==> config.mk <==
export PLATFORM = sky130hd
export DESIGN_NAME = mah_ctrl
export DESIGN_NICKNAME = d
export VERILOG_FILES = /design/src/rtl/core/mah_pkg.sv /design/src/rtl/core/mah_ctrl.sv
export SDC_FILE = /design/constraint.sdc
export NUM_CORES = 1
export LEC_CHECK = 0
export BUFFER_PORTS_ARGS = -buffer_cell sky130_fd_sc_hd__buf_2
export CORE_AREA = 2 2 39 41
export CTS_BUF_LIST = sky130_fd_sc_hd__clkbuf_16
export DETAILED_ROUTE_END_ITERATION = 12
export DIE_AREA = 0 0 41 43
export HOLD_SLACK_MARGIN = 0.15
export PLACE_DENSITY = 0.49
export SETUP_SLACK_MARGIN = 0.2
export SLEW_MARGIN = 40
export SYNTH_ARGS = -nofsm -noshare
export SYNTH_HDL_FRONTEND = slang
export SYNTH_SLANG_ARGS = --single-unit
export TNS_END_PERCENT = 10
==> constraint.sdc <==
create_clock -name clk_i -period 1.6 [get_ports clk_i]
set_clock_uncertainty 0.15 [all_clocks]
set_input_delay 0.32 -clock clk_i [delete_from_list [all_inputs] [get_ports clk_i]]
set_output_delay 0.32 -clock clk_i [all_outputs]
set_load 0.01 [all_outputs]
==> src/rtl/core/mah_pkg.sv <==
`default_nettype none
package mah_pkg;
  localparam int unsigned CFG_IDX_BITS = 1;
  localparam int unsigned CFG_DATA_BITS = 64;
  localparam logic [CFG_IDX_BITS-1:0] REG_MODULUS = 1'd0;
  localparam logic [CFG_IDX_BITS-1:0] REG_MULTIPLIER = 1'd1;
  localparam logic MODE_SAMPLE = 1'b0;
  localparam logic MODE_READ = 1'b1;

  typedef struct packed {
    logic load;
    logic mul_start;
    logic rem_start;
    logic pop_step;
    logic bin_rd;
    logic bin_wr;
    logic out_load;
  } mah_cmd_t;

  typedef struct packed {
    logic mul_done;
    logic rem_done;
    logic pop_done;
    logic is_read;
  } mah_sts_t;
endpackage
`default_nettype wire

==> src/rtl/core/mah_ctrl.sv <==
`default_nettype none
module mah_ctrl (
  input  wire logic            clk_i,
  input  wire logic            rst_ni,
  input  wire logic            in_valid_i,
  output logic                 in_ready_o,
  input  wire logic            out_busy_i,
  input  wire mah_pkg::mah_sts_t sts_i,
  output mah_pkg::mah_cmd_t    cmd_o
);
  import mah_pkg::*;
  typedef enum logic [2:0] {
    S_IDLE, S_MUL, S_REM, S_POP, S_RD, S_WR, S_OUT
  } state_e;
  state_e state_q;

  always_comb begin
    cmd_o = '0;
    in_ready_o = (state_q == S_IDLE);
    cmd_o.load = in_ready_o && in_valid_i;
    cmd_o.mul_start = (state_q == S_MUL);
    cmd_o.rem_start = (state_q == S_MUL) && sts_i.mul_done;
    cmd_o.pop_step = (state_q == S_POP);
    cmd_o.bin_rd = (state_q == S_RD);
    cmd_o.bin_wr = (state_q == S_WR);
    cmd_o.out_load = (state_q == S_OUT) && !out_busy_i;
  end

  always_ff @(posedge clk_i or negedge rst_ni) begin
    if (!rst_ni) begin
      state_q <= S_IDLE;
    end else begin
      unique case (state_q)
        S_IDLE: if (in_valid_i) state_q <= S_MUL;
        S_MUL: begin
          if (sts_i.is_read) state_q <= S_RD;
          else if (sts_i.mul_done) state_q <= S_REM;
        end
        S_REM: if (sts_i.rem_done) state_q <= S_POP;
        S_POP: if (sts_i.pop_done) state_q <= S_RD;
        S_RD: state_q <= S_WR;
        S_WR: state_q <= S_OUT;
        S_OUT: if (!out_busy_i) state_q <= S_IDLE;
        default: state_q <= S_IDLE;
      endcase
    end
  end

  a_out_from_wr: assert property (@(posedge clk_i) disable iff (!rst_ni)
    cmd_o.out_load |-> $past(state_q) == S_WR || $past(state_q) == S_OUT)
    else $error("output without bin update");
  a_no_load_busy: assert property (@(posedge clk_i) disable iff (!rst_ni)
    (state_q != S_IDLE) |-> !cmd_o.load) else $error("load while busy");
  a_wr_after_rd: assert property (@(posedge clk_i) disable iff (!rst_ni)
    cmd_o.bin_wr |-> $past(cmd_o.bin_rd)) else $error("write without read");
endmodule
`default_nettype wire

==> impl_metrics.env, run 1 <==
export IMPL_core_sq_um=1384
export IMPL_worstPathArrival_ps=1150
export IMPL_root_buffer="clkbuf_16"
export IMPL_synth_distinct_cells=17
export IMPL_htreeDepth=1
export IMPL_finalNonFillerCells=73
export IMPL_violations="setup timing"
export IMPL_reg_top3="state_q: 3 flops"
export IMPL_row_count=14
export IMPL_drt_pass1_iterations=4
export IMPL_endpoint_kind="primary output"
export IMPL_synth_area_top_cells="dfrtp_1, nand2b_1, nor2b_1, buf_2, o21ai_0"
export IMPL_clk_pin_slew_ps=30
export IMPL_rsz0062_at_grt="yes"
export IMPL_setup_ws_ps=-22.00
export IMPL_max_slew_margin_rel_pct=80.30
export IMPL_syn_inst=33
export IMPL_fin_tns_setup_ps=-43.88
export IMPL_grt_overflow_total=0
export IMPL_r2r_end="state_q[0]$_DFFE_PN0P_"
export IMPL_postPlaceCellArea_sq_um=376.6
export IMPL_port_buffers=15
export IMPL_p_per_area_nw_per_um2=2194
export IMPL_insertion_delay_ps=220
export IMPL_yosys_warnings=0
export IMPL_nets=66
export IMPL_maxSlewViolCount=0
export IMPL_r2r_start="state_q[1]$_DFFE_PN0P_"
export IMPL_design_die_area_sq_um=1763
export IMPL_p_leak_nw=0.2578
export IMPL_pin_count=16
export IMPL_area_growth_pct=117.3
export IMPL_clock_sinks=3
export IMPL_diodes=0
export IMPL_wl_um=841
export IMPL_ys_seq_area_share_pct=30.46
export IMPL_hold_viol=0
export IMPL_ir_worst_vdd_uv=1251
export IMPL_synth_edff_count=0
export IMPL_drive_above_1_share_pct=63.16
export IMPL_hp_class="in2reg"
export IMPL_route_detailed_drc=0
export IMPL_hpwl_um=554.9
export IMPL_grt_pass1_vias=338
export IMPL_clock_path_buffers=2
export IMPL_post_place_cells=64
export IMPL_max_clock_freq_mhz=616.5
export IMPL_worst_path_max_delay_cell="dfrtp_2"
export IMPL_grt_pass1_wl_um=1255
export IMPL_ys_flop_type="dfrtp_1"
export IMPL_critical_path_startpoint_type="flip-flop"
export IMPL_track_usage_pct=10.87
export IMPL_max_stage_delay_ps=450
export IMPL_cts_made_buffers=3
export IMPL_drt_initial_drc_count=3
export IMPL_synth_async_reset_ratio_pct=100.0
export IMPL_fin_crit_ps=1622
export IMPL_cp_num_buf_inv=1
export IMPL_hp_start="out_busy_i"
export IMPL_vias=342
export IMPL_antenna_found_initial=0
export IMPL_wl_per_cell_um=11.52
export IMPL_largest_reg_flops=3
export IMPL_worst_r2r_cell_count=4
export IMPL_synth_top_area_cell="dfrtp_1"
export IMPL_worst_slew_pin_slew_ps=293.7
export IMPL_cp_max_fo=6
export IMPL_postSynthAreaPerCell_sq_um=7.469
export IMPL_syn_nets=41
export IMPL_drt_vias_per_instance=4.685
export IMPL_finalSetupViolCount=3
export IMPL_cpLargestDelayFamily="flip-flops"
export IMPL_hold_path_endpoint="state_q[2]$_DFFE_PN0P_"
export IMPL_ys_seq_elements=3
export IMPL_gp_congestion=0.7521
export IMPL_postRouteAntennaNets=0
export IMPL_cap_violations=0
export IMPL_hold_depth=2
export IMPL_synth_top_area_share_pct=30.46
export IMPL_start_util_pct=17.81
export IMPL_run_status="finished, violations left"
export IMPL_cts_tree="yes"
export IMPL_grt_max_degree=9
export IMPL_die_x_um=41
export IMPL_die_h_um=43
export IMPL_syn_area_sq_um=246.5
export IMPL_fin_area_sq_um=535.5
export IMPL_criticalPathCategory="reg2out"
export IMPL_r2r_setup_slack_ps=100
export IMPL_worstPathCellList="nor2b_2, and3b_1, buf_2"
export IMPL_fin_crit_sh_pct=101.4
export IMPL_top_register="state_q"
export IMPL_worstPathRequired_ps=1130
-- worst reg2reg max path: stages (launching register included) --
cell and delay (ps):
dfrtp_2 470, buf_4 170, or3_1 380, a21oi_2 140, a21o_1 120
-- routing by layer --
layer  vias to the layer above  share of wire, %  global-route usage [%]
li1                        160                 -                       -
met5                         -                 0                       0
met4                         0                 0                   4.000
met3                         0               6.7                   4.712
met2                        14                51                   18.13
met1                       168                42                   11.33
-- report_power, final --
group / total (mW) / switching, mW / internal (mW)
logic: 0.563 / 0.244 / 0.319
clock network: 0.386 / 0.0639 / 0.322
registers: 0.226 / 0.103 / 0.123
-- through the flow --
| stage | setup slack (ps) | power [mW] | hold slack (ps) | util [%] |
|---|---|---|---|---|
| after global placement | 77.89 | 0.6416 | -28.72 | 27.22 |
| after CTS | -27.12 | 1.152 | 207.8 | 37.52 |
| after detailed placement | 72.57 | 0.6444 | -31.00 | 27.22 |
| after global routing | -67.96 | 1.247 | 224.0 | 38.70 |
| after floorplan | 190.9 | 0.5232 | -125.6 | - |
| final | -22.00 | 1.175 | 212.7 | 38.70 |
-- layout make-up --
type | count | area [sq um]
tap | 16 | 20.02
clock buffer | 3 | 75.07
multi-input combinational | 27 | 201.4
clock inverter | 1 | 3.754
sequential | 3 | 78.83
timing repair buffer | 23 | 156.4
fill | 152 | 848.3
-- timing repair --
| item | CTS | global route |
|---|---|---|
| endpoints found under the hold margin | 3 | 0 |
| setup buffers | 4 | 0 |
| pin swaps | 0 | 4 |
| hold buffers | 1 | 0 |
| gates cloned | 0 | 0 |
| setup endpoints to repair | 9 | 11 |
| resized for setup | 8 | 5 |
-- logic make-up (layout without fill, tap and decap cells) --
group                  Yosys count  count (layout)  synth area share [%]
DFF                              3               3                 30.46
and+or+nand+nor                 19              19                 43.15
AOI/OAI and AO/OA                8               8                 20.31
buffers and inverters            3              27                 6.090
-- cells in the final DEF (no fill, tap or decap) --
cell type | Yosys | routed
buf_2 | 3 | 12
buf_4 | 0 | 7
nand2b_1 | 3 | 3
clkbuf_16 | 0 | 3
buf_6 | 0 | 3
dfrtp_2 | 0 | 3
nor2b_1 | 3 | 2
nand2_1 | 2 | 2
nor2_1 | 3 | 2
and2_4 | 0 | 2
a21oi_2 | 0 | 2
o21ai_0 | 3 | 2
nor2b_2 | 0 | 1
nor2_4 | 0 | 1
nor3b_4 | 0 | 1
nor3_4 | 0 | 1
and3b_1 | 1 | 1
or3_1 | 1 | 1
nor3_1 | 2 | 1
a211oi_1 | 1 | 1
a21o_1 | 1 | 1
a221o_1 | 1 | 1
o21ai_1 | 0 | 1
nand3_1 | 1 | 1
inv_1 | 0 | 1
dlygate4sd3_1 | 0 | 1
-- worst max-delay path by stage --
stage	start	endpoint	slack [ps]	cells past startpoint
after floorplan	state_q[1]$_DFFE_PN0P_	cmd_o[4]	190	3
after global placement	state_q[0]$_DFFE_PN0P_	cmd_o[4]	80	3
after detailed placement	state_q[0]$_DFFE_PN0P_	cmd_o[4]	70	3
after CTS	state_q[2]$_DFFE_PN0P_	cmd_o[0]	-30	3
after global routing	state_q[1]$_DFFE_PN0P_	cmd_o[6]	-70	3
final	state_q[2]$_DFFE_PN0P_	cmd_o[0]	-20	3
Power figures use the tool's default switching activity.
==> inputs of run 2 (changes only) <==
--- a/config.mk
+++ b/config.mk
@@ -11,7 +11,7 @@
 export DETAILED_ROUTE_END_ITERATION = 12
 export DIE_AREA = 0 0 41 43
 export HOLD_SLACK_MARGIN = 0.15
-export PLACE_DENSITY = 0.49
+export PLACE_DENSITY_LB_ADDON = 0.12
 export SETUP_SLACK_MARGIN = 0.2
 export SLEW_MARGIN = 40
 export SYNTH_ARGS = -nofsm -noshare
==> run 2 against run 1 <==
The flow still finishes with violations (setup timing). Clock power up 1%. Total power up 1.5%. Routed wire length down 7.1%. Fmax down 1.5%. Worst hold slack better by 13 ps. Worst setup slack worse by 24 ps. Via count down 6.1%. First-iteration DRC count down 67%. Largest power group unchanged.
==> impl_metrics.env, run 2 (synthesis gave the netlist of run 1 again) <==
export IMPL_run_status="finished, violations left"
export IMPL_violations="setup timing"
export IMPL_drt_pass1_iterations=4
export IMPL_seqPwrFrac_pct=16.9
export IMPL_grt_overflow_total=0
export IMPL_p_comb_share_pct=50.4
export IMPL_cp_endpoint="cmd_o[4]"
export IMPL_die_h_um=43
export IMPL_grt_pass1_wl_um=1145
export IMPL_largest_reg_flops=3
export IMPL_switching_power_mw=0.4119
export IMPL_gp_congestion=0.7118
export IMPL_pin_count=16
export IMPL_die_x_um=41
export IMPL_wl_met3_um=57
export IMPL_grt_max_degree=11
export IMPL_fin_crit_ps=1646
export IMPL_area_growth_pct=119.8
export IMPL_hp_class="in2reg"
export IMPL_grt_pass1_vias=294
export IMPL_r2r_setup_slack_ps=90
export IMPL_hold_viol=0
export IMPL_p_sw_share_pct=34.55
export IMPL_r2r_start="state_q[1]$_DFFE_PN0P_"
export IMPL_root_buffer="clkbuf_16"
export IMPL_worst_r2r_cell_count=4
export IMPL_drt_met1_wl_um=319
export IMPL_track_usage_pct=9.668
export IMPL_power_frac_clock_pct=32.7
export IMPL_reg_top3="state_q: 3 flops"
export IMPL_vias=321
export IMPL_insertion_delay_ps=220
export IMPL_wl_met2_um=404
export IMPL_drive_above_1_share_pct=61.40
export IMPL_r2r_end="state_q[0]$_DFFE_PN0P_"
export IMPL_dp_slack_ps=94.65
export IMPL_start_util_pct=17.81
export IMPL_drt_vias_per_instance=4.397
export IMPL_diodes=0
export IMPL_cts_tree="yes"
export IMPL_criticalPathCategory="reg2out"
export IMPL_p_int_mw=0.7802
export IMPL_final_cell_mix="buf_2, buf_6"
export IMPL_endpoint_kind="primary output"
export IMPL_highest_layer="met3"
export IMPL_postRouteAntennaNets=0
export IMPL_clk_pin_slew_ps=30
export IMPL_wl_per_cell_um=10.70
export IMPL_rsz0062_at_grt="yes"
export IMPL_finalSetupViolCount=4
export IMPL_cap_violations=0
export IMPL_critical_path_startpoint_type="flip-flop"
export IMPL_route_detailed_drc=0
export IMPL_maxSlewViolCount=0
export IMPL_worstPathRequired_ps=1130
export IMPL_cts_made_buffers=3
export IMPL_p_per_area_nw_per_um2=2200
export IMPL_power_mw=1.192
export IMPL_core_sq_um=1384
export IMPL_top_register="state_q"
export IMPL_design_die_area_sq_um=1763
export IMPL_max_clock_freq_mhz=607.4
export IMPL_crit_start="state_q[2]$_DFFE_PN0P_"
export IMPL_final_common_cell="buf_2"
export IMPL_row_count=14
export IMPL_p_leak_nw=0.2614
export IMPL_drt_initial_drc_count=1
export IMPL_fin_crit_sh_pct=102.9
export IMPL_worstPathArrival_ps=1180
export IMPL_nets=66
export IMPL_htreeDepth=1
export IMPL_holdWs_ps=225.9
export IMPL_setup_ws_ps=-46.34
export IMPL_clock_sinks=3
export IMPL_port_buffers=15
export IMPL_max_slew_margin_rel_pct=86.66
export IMPL_antenna_found_initial=0
export IMPL_fillCellCount=151
export IMPL_worst_slew_pin_slew_ps=198.9
export IMPL_fin_area_sq_um=541.8
export IMPL_postPlaceCellArea_sq_um=376.6
export IMPL_cp_max_fo=3
export IMPL_ir_worst_vdd_uv=1321
export IMPL_clock_path_buffers=2
export IMPL_wl_um=781
run 2: repair_timing:
| item | 4_1_cts | 5_1_grt |
|---|---|---|
| pin swaps | 6 | 1 |
| gates resized for setup | 12 | 1 |
| endpoints found under the setup margin | 10 | 10 |
| setup buffers | 3 | 1 |
| hold buffers | 1 | 0 |
| hold endpoints to repair | 3 | 0 |
run 2: stage by stage:
step                setup TNS [ps]  cells  utilization (%)
floorplan                        0     33                -
finish                      -74.28     73            39.15
global route                -309.7     73            39.15
global placement                 0     64            27.22
detailed placement               0     64            27.22
CTS                         -134.0     72            38.61
run 2: how the worst min path moves through the flow:
stage | cells past startpoint | slack [ps] | to | from
after floorplan | 0 | -130 | state_q[0]$_DFFE_PN0P_ | rst_ni
after global placement | 1 | -30 | state_q[1]$_DFFE_PN0P_ | rst_ni
after detailed placement | 1 | -30 | state_q[1]$_DFFE_PN0P_ | rst_ni
after CTS | 2 | 240 | state_q[2]$_DFFE_PN0P_ | out_busy_i
after global routing | 2 | 240 | state_q[2]$_DFFE_PN0P_ | sts_i[1]
final | 2 | 230 | state_q[2]$_DFFE_PN0P_ | out_busy_i
run 2: cell type report:
cell class / instances / area [sq um] / share of cell area (%)
Clock inverter: 1 / 3.754 / 0.6928
Tap cell: 16 / 20.02 / 3.695
Sequential cell: 3 / 77.57 / 14.32
Multi-Input combinational cell: 27 / 200.2 / 36.95
Clock buffer: 3 / 75.07 / 13.86
Timing Repair Buffer: 23 / 165.2 / 30.48
run 2: worst max-delay path, cell delays in order (launching register included):
cell and delay (ps):
dfrtp_1 400, buf_6 140, nor3b_4 160, and2_4 160
buf_6 90
run 2: metal layers:
metal / track usage [%] / vias to the layer above
li1: - / 160
met2: 15.31 / 11
met1: 11.36 / 150
met3: 3.141 / 0
met4: 4.000 / 0
met5: 0 / -
run 2: power groups by stage:
stage / Clock (mW) / Combinational, mW / Sequential [mW]
floorplan: 0 / 0.388 / 0.136
global placement: 0 / 0.433 / 0.207
detailed placement: 0 / 0.432 / 0.208
CTS: 0.395 / 0.580 / 0.208
global route: 0.407 / 0.654 / 0.209
finish: 0.390 / 0.601 / 0.202
